File: config.mk
export PLATFORM = sky130hd
export DESIGN_NAME = tape_controller_host_interface
export DESIGN_NICKNAME = d
export VERILOG_FILES = /design/src/design/tchi_pkg.sv /design/src/design/tchi_core.sv /design/src/design/tape_controller_host_interface.sv
export SDC_FILE = /design/constraint.sdc
export NUM_CORES = 2
export LEC_CHECK = 0
export BUFFER_PORTS_ARGS = -buffer_cell sky130_fd_sc_hd__buf_4
export CAP_MARGIN = 20
export CORE_MARGIN = 1.5
export CORE_UTILIZATION = 55
export CTS_CLUSTER_SIZE = 14
export DETAILED_ROUTE_END_ITERATION = 10
export GPL_TIMING_DRIVEN = 0
export HOLD_SLACK_MARGIN = 0.02
export PLACE_DENSITY = 0.72
export SLEW_MARGIN = 15
export SYNTH_ARGS = -nofsm -noshare
export SYNTH_HDL_FRONTEND = slang
export SYNTH_SLANG_ARGS = --single-unit
File: constraint.sdc
create_clock -name i_clk -period 7.9 [get_ports i_clk]
set_input_delay 1.58 -clock i_clk [delete_from_list [all_inputs] [get_ports i_clk]]
set_output_delay 1.58 -clock i_clk [all_outputs]
set_load 0.005 [all_outputs]
File: src/design/tchi_pkg.sv
// Shared types, codes and constants for the tape controller host interface.
package tchi_pkg;

    localparam int unsigned TIME_W  = 32;
    localparam int unsigned BYTE_W  = 8;
    localparam int unsigned REG_W   = 2;
    localparam int unsigned CFG_W   = 3;
    localparam int unsigned IN_DW   = 48;
    localparam int unsigned IN_UW   = 4;
    localparam int unsigned OUT_DW  = 16;

    typedef enum logic [3:0] {
        ACT_READ      = 4'd0,
        ACT_WRITE     = 4'd1,
        ACT_ADVANCE   = 4'd2,
        ACT_CMD_ACC   = 4'd3,
        ACT_BYTE_TKN  = 4'd4,
        ACT_REQ_REL   = 4'd5,
        ACT_BLOCK     = 4'd6,
        ACT_DMA_TC    = 4'd7,
        ACT_SET_EXC   = 4'd8,
        ACT_SET_DIR   = 4'd9
    } t_action;

    typedef enum logic [REG_W-1:0] {
        REG_DATA    = 2'd0,
        REG_CTRL    = 2'd1,
        REG_DMA_GO  = 2'd2,
        REG_DMA_RST = 2'd3
    } t_reg;

    typedef enum logic [CFG_W-1:0] {
        CFG_CMD_EXEC  = 3'd0,
        CFG_EXC_READY = 3'd1,
        CFG_DIR_READY = 3'd2,
        CFG_BLOCK     = 3'd3,
        CFG_CLOSE     = 3'd4,
        CFG_REOPEN    = 3'd5,
        CFG_RESET_EXC = 3'd6,
        CFG_MIN_HOLD  = 3'd7
    } t_cfg_idx;

    typedef enum logic [1:0] {
        ENTRY_READY     = 2'd0,
        ENTRY_EXCEPTION = 2'd1,
        ENTRY_DIRECTION = 2'd2,
        ENTRY_BLOCK     = 2'd3
    } t_entry;

    localparam int unsigned CTL_RESET_BIT = 7;
    localparam int unsigned CTL_IEN_BIT   = 6;
    localparam int unsigned CTL_DNIEN_BIT = 5;
    localparam logic [BYTE_W-1:0] STATUS_BASE = 8'hE7;

    typedef struct packed {
        logic [TIME_W-1:0] cmd_exec;
        logic [TIME_W-1:0] exc_ready;
        logic [TIME_W-1:0] dir_ready;
        logic [TIME_W-1:0] block;
        logic [TIME_W-1:0] close;
        logic [TIME_W-1:0] reopen;
        logic [TIME_W-1:0] reset_exc;
        logic [TIME_W-1:0] min_hold;
    } t_cfg;

    localparam t_cfg CFG_RESET = '{
        cmd_exec:  32'd500000,
        exc_ready: 32'd10,
        dir_ready: 32'd650,
        block:     32'd5689,
        close:     32'd1,
        reopen:    32'd1,
        reset_exc: 32'd1000,
        min_hold:  32'd25
    };

    typedef struct packed {
        t_action           action;
        logic              flag_value;
        logic [TIME_W-1:0] time_value;
        logic [BYTE_W-1:0] write_value;
        logic [REG_W-1:0]  reg_index;
    } t_item;

    typedef struct packed {
        logic              busy_res;
        logic              irq_line;
        logic [BYTE_W-1:0] read_data;
    } t_result;

    typedef struct packed {
        logic [TIME_W-1:0] time_now;
        logic [BYTE_W-1:0] data_byte;
        logic [BYTE_W-1:0] control_byte;
        logic              ready;
        logic              exc;
        logic              dir;
        logic              done;
        logic              dma_busy;
        logic              executing;
        t_entry            entry_kind;
        logic [TIME_W-1:0] ready_deadline;
        logic              closing;
        logic [TIME_W-1:0] close_deadline;
        logic              reopening;
        logic [TIME_W-1:0] reopen_deadline;
        logic              arming;
        logic              pending;
        logic [TIME_W-1:0] exc_deadline;
        logic              hold_stamp_due;
        logic              hold_stamped;
        logic [TIME_W-1:0] hold_start;
    } t_state;

    function automatic t_state state_reset();
        t_state s;
        s      = '0;
        s.done = 1'b1;
        return s;
    endfunction

endpackage

File: src/design/tchi_core.sv
// Controller state, configuration registers and per-transfer next-state logic.
module tchi_core (
    input  logic                         i_clk,
    input  logic                         i_rst_n,
    input  logic                         i_en,
    input  tchi_pkg::t_item              i_item,
    input  logic                         i_cfg_we,
    input  logic [tchi_pkg::CFG_W-1:0]   i_cfg_index,
    input  logic [tchi_pkg::TIME_W-1:0]  i_cfg_data,
    output tchi_pkg::t_result            o_result
);
    import tchi_pkg::*;

    t_cfg   r_cfg;
    t_state r_st;
    t_state n_st;

    logic              held;
    logic              wide;
    logic              int_flag;
    logic [BYTE_W-1:0] status;
    logic [BYTE_W-1:0] rd;

    assign held = r_st.control_byte[CTL_RESET_BIT];
    assign wide = r_st.hold_stamped &&
                  ((r_st.time_now - r_st.hold_start) > r_cfg.min_hold);

    always_comb begin
        n_st = r_st;
        case (i_item.action)
            ACT_WRITE: begin
                unique case (t_reg'(i_item.reg_index))
                    REG_DATA: begin
                        n_st.data_byte = i_item.write_value;
                    end
                    REG_CTRL: begin
                        if (i_item.write_value[CTL_RESET_BIT]) begin
                            n_st = state_reset();
                            if (held) begin
                                n_st.hold_stamp_due = r_st.hold_stamp_due;
                                n_st.hold_stamped   = r_st.hold_stamped;
                                n_st.hold_start     = r_st.hold_start;
                            end else begin
                                n_st.hold_stamp_due = 1'b1;
                            end
                        end else if (held) begin
                            n_st.hold_stamp_due = 1'b0;
                            n_st.hold_stamped   = 1'b0;
                            if (wide) begin
                                n_st.exc    = 1'b0;
                                n_st.arming = 1'b1;
                            end
                        end
                        n_st.control_byte = i_item.write_value;
                    end
                    REG_DMA_GO: begin
                        n_st.dma_busy = 1'b1;
                        n_st.done     = 1'b0;
                    end
                    REG_DMA_RST: begin
                        n_st = state_reset();
                        if (held && wide) n_st.arming = 1'b1;
                    end
                    default: ;
                endcase
            end
            ACT_ADVANCE: begin
                if (i_item.time_value > r_st.time_now) n_st.time_now = i_item.time_value;
                if (r_st.hold_stamp_due) begin
                    n_st.hold_stamp_due = 1'b0;
                    n_st.hold_stamped   = 1'b1;
                    n_st.hold_start     = n_st.time_now;
                end
                if (r_st.arming) begin
                    n_st.arming       = 1'b0;
                    n_st.pending      = 1'b1;
                    n_st.exc_deadline = n_st.time_now + r_cfg.reset_exc;
                end else if (r_st.pending && n_st.time_now >= r_st.exc_deadline) begin
                    n_st.pending = 1'b0;
                    n_st.exc     = 1'b1;
                end
                if (r_st.executing && n_st.time_now >= r_st.ready_deadline) begin
                    n_st.exc = 1'b0;
                    if (r_st.entry_kind == ENTRY_DIRECTION) n_st.dir = 1'b0;
                    n_st.ready     = 1'b1;
                    n_st.executing = 1'b0;
                end
                if (r_st.closing && n_st.time_now >= r_st.close_deadline) begin
                    n_st.closing = 1'b0;
                    n_st.ready   = 1'b0;
                end
                if (r_st.reopening && n_st.time_now >= r_st.reopen_deadline) begin
                    n_st.reopening = 1'b0;
                    if (!n_st.exc) n_st.ready = 1'b1;
                end
            end
            ACT_CMD_ACC: begin
                if (r_st.exc) begin
                    n_st.entry_kind     = ENTRY_EXCEPTION;
                    n_st.ready_deadline = r_st.time_now + r_cfg.exc_ready;
                end else if (r_st.dir) begin
                    n_st.entry_kind     = ENTRY_DIRECTION;
                    n_st.ready_deadline = r_st.time_now + r_cfg.dir_ready;
                end else begin
                    n_st.entry_kind     = ENTRY_READY;
                    n_st.ready_deadline = r_st.time_now + r_cfg.cmd_exec;
                end
                n_st.ready     = 1'b0;
                n_st.executing = 1'b1;
                n_st.closing   = 1'b0;
                n_st.reopening = 1'b0;
            end
            ACT_BYTE_TKN: begin
                n_st.ready     = 1'b0;
                n_st.closing   = 1'b0;
                n_st.reopening = 1'b0;
            end
            ACT_REQ_REL: begin
                if (r_st.ready) begin
                    n_st.closing         = 1'b1;
                    n_st.close_deadline  = r_st.time_now + r_cfg.close;
                    n_st.reopen_deadline = r_st.time_now + r_cfg.close + r_cfg.reopen;
                end else begin
                    n_st.closing         = 1'b0;
                    n_st.reopen_deadline = r_st.time_now + r_cfg.reopen;
                end
                n_st.reopening = 1'b1;
            end
            ACT_BLOCK: begin
                n_st.entry_kind     = ENTRY_BLOCK;
                n_st.ready          = 1'b0;
                n_st.executing      = 1'b1;
                n_st.ready_deadline = r_st.time_now + r_cfg.block;
            end
            ACT_DMA_TC: begin
                n_st.dma_busy = 1'b0;
                n_st.done     = 1'b1;
            end
            ACT_SET_EXC: begin
                n_st.exc = i_item.flag_value;
                if (i_item.flag_value) n_st.ready = 1'b0;
            end
            ACT_SET_DIR: begin
                n_st.dir = i_item.flag_value;
            end
            default: ;
        endcase
    end

    // Reads leave the state untouched, so status comes from the current state.
    assign int_flag = r_st.ready || r_st.exc ||
                      (r_st.done && r_st.control_byte[CTL_DNIEN_BIT]);

    always_comb begin
        status = STATUS_BASE;
        if (int_flag)    status[7] = 1'b0;
        if (r_st.ready)  status[6] = 1'b0;
        if (r_st.exc)    status[5] = 1'b0;
        if (r_st.done)   status[4] = 1'b1;
        if (r_st.dir)    status[3] = 1'b1;
    end

    always_comb begin
        rd = '0;
        if (i_item.action == ACT_READ) begin
            case (t_reg'(i_item.reg_index))
                REG_DATA: rd = r_st.data_byte;
                REG_CTRL: rd = status;
                default:  rd = '0;
            endcase
        end
    end

    assign o_result.read_data = rd;
    assign o_result.busy_res  = n_st.executing;
    assign o_result.irq_line  = n_st.control_byte[CTL_IEN_BIT] &&
                                (n_st.ready || n_st.exc ||
                                 (n_st.done && n_st.control_byte[CTL_DNIEN_BIT]));

    always_ff @(posedge i_clk) begin
        if (!i_rst_n) begin
            r_st <= state_reset();
        end else if (i_en) begin
            r_st <= n_st;
        end
    end

    always_ff @(posedge i_clk) begin
        if (!i_rst_n) begin
            r_cfg <= CFG_RESET;
        end else if (i_cfg_we) begin
            unique case (t_cfg_idx'(i_cfg_index))
                CFG_CMD_EXEC:  r_cfg.cmd_exec  <= i_cfg_data;
                CFG_EXC_READY: r_cfg.exc_ready <= i_cfg_data;
                CFG_DIR_READY: r_cfg.dir_ready <= i_cfg_data;
                CFG_BLOCK:     r_cfg.block     <= i_cfg_data;
                CFG_CLOSE:     r_cfg.close     <= i_cfg_data;
                CFG_REOPEN:    r_cfg.reopen    <= i_cfg_data;
                CFG_RESET_EXC: r_cfg.reset_exc <= i_cfg_data;
                CFG_MIN_HOLD:  r_cfg.min_hold  <= i_cfg_data;
                default: ;
            endcase
        end
    end

`ifndef SYNTHESIS
    a_dma_rst_clears: assert property (@(posedge i_clk) disable iff (!i_rst_n)
        (i_en && i_item.action == ACT_WRITE && i_item.reg_index == REG_DMA_RST)
        |=> (!r_st.executing && r_st.done && r_st.time_now == '0))
        else $error("DMA reset did not return the controller to reset state");
    a_cmd_starts: assert property (@(posedge i_clk) disable iff (!i_rst_n)
        (i_en && i_item.action == ACT_CMD_ACC) |=> (r_st.executing && !r_st.ready))
        else $error("accepted command did not start execution");
    a_dma_go: assert property (@(posedge i_clk) disable iff (!i_rst_n)
        (i_en && i_item.action == ACT_WRITE && i_item.reg_index == REG_DMA_GO)
        |=> (r_st.dma_busy && !r_st.done))
        else $error("DMA go did not mark DMA busy");
    a_time_monotonic: assert property (@(posedge i_clk) disable iff (!i_rst_n)
        (i_en && i_item.action == ACT_ADVANCE) |=> (r_st.time_now >= $past(r_st.time_now)))
        else $error("time went backwards on an advance");
`endif

endmodule

File: src/design/tape_controller_host_interface.sv
// Top level: stream ports, input register, controller core and result register.
// Host side of a QIC-02 style tape controller. Each input transfer carries one
// host action (register read/write, time advance or drive handshake event) and
// produces exactly one result transfer holding the byte read, the IEN-gated
// interrupt line and the busy flag. One transfer is taken every clock cycle
// unless the result side holds it back; each result passes through the input
// register, then the state update feeding the result register. Back-pressure
// on the result side stalls the input register only when the result register
// is still full. The user is to write the timing registers through the
// configuration port while the stream is idle; the block does not enforce it.
module tape_controller_host_interface (
    input  logic                          i_clk,
    input  logic                          i_rst_n,
    input  logic                          i_s_axis_tvalid,
    output logic                          o_s_axis_tready,
    // reg_index[1:0], write_value[9:2], time_value[41:10], flag_value[42], zeros
    input  logic [tchi_pkg::IN_DW-1:0]    i_s_axis_tdata,
    // action[3:0]
    input  logic [tchi_pkg::IN_UW-1:0]    i_s_axis_tuser,
    output logic                          o_m_axis_tvalid,
    input  logic                          i_m_axis_tready,
    // read_data[7:0], irq_line[8], busy_res[9], zeros
    output logic [tchi_pkg::OUT_DW-1:0]   o_m_axis_tdata,
    input  logic                          i_cfg_we,
    input  logic [tchi_pkg::CFG_W-1:0]    i_cfg_index,
    input  logic [tchi_pkg::TIME_W-1:0]   i_cfg_data
);
    import tchi_pkg::*;

    localparam int unsigned ITEM_DW = $bits(t_item) - IN_UW;

    logic    r_in_valid;
    t_item   r_in;
    logic    r_out_valid;
    t_result r_out;
    t_result core_res;
    logic    adv;
    logic    in_take;

    assign adv             = r_in_valid && (!r_out_valid || i_m_axis_tready);
    assign o_s_axis_tready = !r_in_valid || adv;
    assign in_take         = i_s_axis_tvalid && o_s_axis_tready;

    always_ff @(posedge i_clk) begin
        if (!i_rst_n) begin
            r_in_valid <= 1'b0;
        end else if (o_s_axis_tready) begin
            r_in_valid <= i_s_axis_tvalid;
        end
    end

    always_ff @(posedge i_clk) begin
        if (in_take) begin
            r_in <= t_item'({i_s_axis_tuser, i_s_axis_tdata[ITEM_DW-1:0]});
        end
    end

    tchi_core u_core (
        .i_clk       (i_clk),
        .i_rst_n     (i_rst_n),
        .i_en        (adv),
        .i_item      (r_in),
        .i_cfg_we    (i_cfg_we),
        .i_cfg_index (i_cfg_index),
        .i_cfg_data  (i_cfg_data),
        .o_result    (core_res)
    );

    always_ff @(posedge i_clk) begin
        if (!i_rst_n) begin
            r_out_valid <= 1'b0;
        end else if (adv) begin
            r_out_valid <= 1'b1;
        end else if (i_m_axis_tready) begin
            r_out_valid <= 1'b0;
        end
    end

    always_ff @(posedge i_clk) begin
        if (adv) begin
            r_out <= core_res;
        end
    end

    assign o_m_axis_tvalid = r_out_valid;
    assign o_m_axis_tdata  = {{(OUT_DW - $bits(t_result)){1'b0}}, r_out};

endmodule

==> summary.txt <==
Placement
  • Post-place setup slack: 0.497 ns
  • PortBufs: 64
  • HPWL Detailed: 83.8 mm
  • Dpl cell area: 0.0350 mm^2
  • Placer congestion estimate: 1.01

Floorplan
  • Die footprint: 0.0623 mm^2
  • IO Pins: 110
  • Num rows: 90
  • Initial core utilization: 0.555
  • Die span in x: 250 um
  • Die Ht: 250 um
  • Core ar.: 0.0602 mm^2

Hold path
  • Worst min-delay path class: reg2reg

Timing
  • Slew HR: 0.192
  • Final WS setup: 0.332 ns
  • Maximum clock rate: 0.132 GHz
  • Final Hold Vio Count: 0
  • RSZ-0062 raised after global routing: no
  • Slew Viols, Final: 0
  • Setup_tns: 0 ns
  • Measured slew at the worst slew-check pin: 1.21 ns
  • Worst Clk Skew: 0.0215 ns
  • Fin crit share: 0.958
  • # setup viols final: 0
  • Final worst path period need: 7.57 ns

Drt
  • Routed via count: 29800
  • DR iter-0 viols: 2383
  • Routed Wire Length: 104 mm
  • Pre-antenna DRT Iters: 5
  • Per-cell routed wire length: 20.4 um
  • DRC viols: 0
  • Post-route ant nets: 0
  • Vias per cell: 5.83

Worst setup path
  • Max incr delay on CP: 0.74 ns
  • Critical path peak fanout: 10
  • CP Cell Sequence: inv_1, ha_1, a2111oi_0, o21ai_0, o221ai_1, o211ai_1, a221oi_1, a41oi_1, buf_2, mux2i_1, inv_1, ha_1, a21o_1, a21oi_1, o21ai_0, a32oi_1, a21oi_1, a21o_1, a21o_1, a41oi_1, xor2_1, o21ai_0
  • Crit path max-delay cell type: mux2i_1
  • Worst endpoint data arrival time: 8.08 ns
  • CP bufs+invs: 3
  • Crit path kind: reg2reg
  • WP data required: 8.41 ns
  • Crit start category: flop
  • Crit. End Element: flop
  • Cell family with most CP delay: compound AO/OA/AOI/OAI gates

Logic synthesis
  • Synth Register Bits: 531
  • Number of synthesized flops with an enable pin: 57
  • Yosys warns: 0
  • Cell taking the most area after synthesis: dfxtp_1
  • Yosys top cell area share: 0.284
  • Unique masters post-synth: 86
  • Synth async-reset ratio: 0
  • Syn Inst Count: 4143
  • Most used flip-flop cell after synthesis: dfxtp_1
  • Sequential element share of the synthesized area: 0.335
  • Synthesized cell area: 0.0334 mm^2
  • Post-Syn Area per Cell: 8.07 um^2
  • Synth area leaders: dfxtp_1, ha_1, nand2_1

Global routing
  • First-pass GRT wire length: 159 mm
  • Vias in the first global route: 28600
  • Global Route Usage Sum: 0.329
  • Grt ovf: 0
  • Largest net degree at the start of global routing: 26
  • Initial antenna violation count: 0

Cells and area
  • Most frequent cells in the layout: nand2_1, dfxtp_1, ha_1, inv_1, a21boi_0
  • # nets final: 4721
  • Commonest non-fill, non-tap cell in the layout: nand2_1
  • Number of diodes: 0
  • Area Growth Syn to Fin: 10.3%
  • Cell area after layout: 0.0369 mm^2
  • Layout fillers: 5534
  • Layout cell share with drive strength beyond 1: 0.0529
  • FF/Latch Area: 0.0112 mm^2
  • Area of the multi-input gates: 0.0202 mm^2

Clock tree
  • Clock buffer depth: 3
  • H-tree Lvls: 2
  • CTS Buf Count: 60
  • Clk sink count: 531
  • Clk_lat worst skew: 0.64 ns
  • Setup bufs post-CTS: 0
  • CTS root buf: clkbuf_16
  • CTS tree: yes
  • Hold buffers post-CTS: 0
  • Post-CTS sizing: 0
  • Clk slew on worst S/H paths: 0.06 ns

Outcome
  • Status: finished, final reports clean

Power and ir drop
  • Power Dens Cells: 175 mW/mm^2
  • Peak VDD IR: 0.181 mV
  • Pleak: 14.9 nW
  • Overall power: 6.44 mW

Job
  • Total of max-cap violations: 0
[layout make-up]
class | instances | share of cell area
tap | 782 | 0.0265
sequential | 531 | 0.304
multi-input combinational | 3083 | 0.548
clock buffer | 78 | 0.0437
inverter | 318 | 0.0324
buffer | 216 | 0.0242
clock inverter | 35 | 0.00808
timing repair buffer | 67 | 0.0138
[final timing paths]
check | start | to | slack, ns | cells past startpoint
worst min-delay path | u_core.r_st[94] | u_core.r_st[94] | 0.45 | 2
worst max register to register | u_core.r_st[197] | u_core.r_st[53] | 0.33 | 22
worst max-delay path | u_core.r_st[197] | u_core.r_st[53] | 0.33 | 22
worst min register to register | u_core.r_st[94] | u_core.r_st[94] | 0.45 | 2
[worst reg2reg max path, cell delays in order, from the launching register on]
cell       delay [ns]
dfxtp_1          0.47
inv_1            0.17
ha_1             0.34
a2111oi_0        0.37
o21ai_0          0.16
o221ai_1         0.36
o211ai_1         0.22
a221oi_1         0.72
a41oi_1          0.37
buf_2            0.40
mux2i_1          0.74
inv_1            0.42
ha_1             0.39
a21o_1           0.19
a21oi_1          0.27
o21ai_0          0.21
a32oi_1          0.44
a21oi_1          0.26
a21o_1           0.23
a21o_1           0.20
a41oi_1          0.27
xor2_1           0.16
o21ai_0          0.08
[per-stage QoR]
stage                     instances  hold slack, ns  utilization
after floorplan                4148           0.425            -
after global placement         4994           0.434        0.580
after detailed placement       4997           0.442        0.580
after CTS                      5110           0.454        0.612
after global routing           5110           0.474        0.612
final                          5110           0.449        0.612
[flip-flops by register name, summed over array words and instances (netlist names)]
signal           count
u_core.r_cfg       256
o_m_axis_tdata      10
o_m_axis_tvalid      1
u_core.held          1
r_in_valid           1
u_core.r_st        215
r_in                47
[Yosys cell counts, types with 38 or more instances]
cell,number
nand3_1,90
ha_1,347
inv_1,316
nor2_1,150
nor2b_1,116
xnor2_1,91
a21o_1,127
a21boi_0,239
nor3_1,38
edfxtp_1,57
a21oi_1,236
mux2i_1,79
a22oi_1,63
clkbuf_1,161
nand2_1,763
o21ai_0,215
and2_1,74
dfxtp_1,474
xor2_1,45
[power breakdown]
part | internal (mW) | switching (mW) | total, mW
Sequential | 2.78 | 0.0331 | 2.81
Combinational | 0.320 | 0.549 | 0.869
Clock | 1.57 | 1.20 | 2.76
Total | 4.66 | 1.78 | 6.44
[metal layers]
layer  track usage  wire length, um
met1         0.421            44200
met2         0.543            46700
met3        0.0439             7530
met4         0.171             5760
met5             0                0
[cell families (layout without fill, tap and decap cells)]
kind of cell,count (synthesis),in the layout,share of synthesized area
xor gates and xnor gates,137,137,0.0363
other,1,6,0.000112
adders and majority gates,352,352,0.133
AOI/OAI and AO/OA,1131,1131,0.222
and+or+nand+nor,1376,1376,0.187
DFF,531,531,0.335
muxes,81,81,0.0243
buffers and inverters,534,714,0.0624
Note: power is estimated with default switching activity, not from simulation.
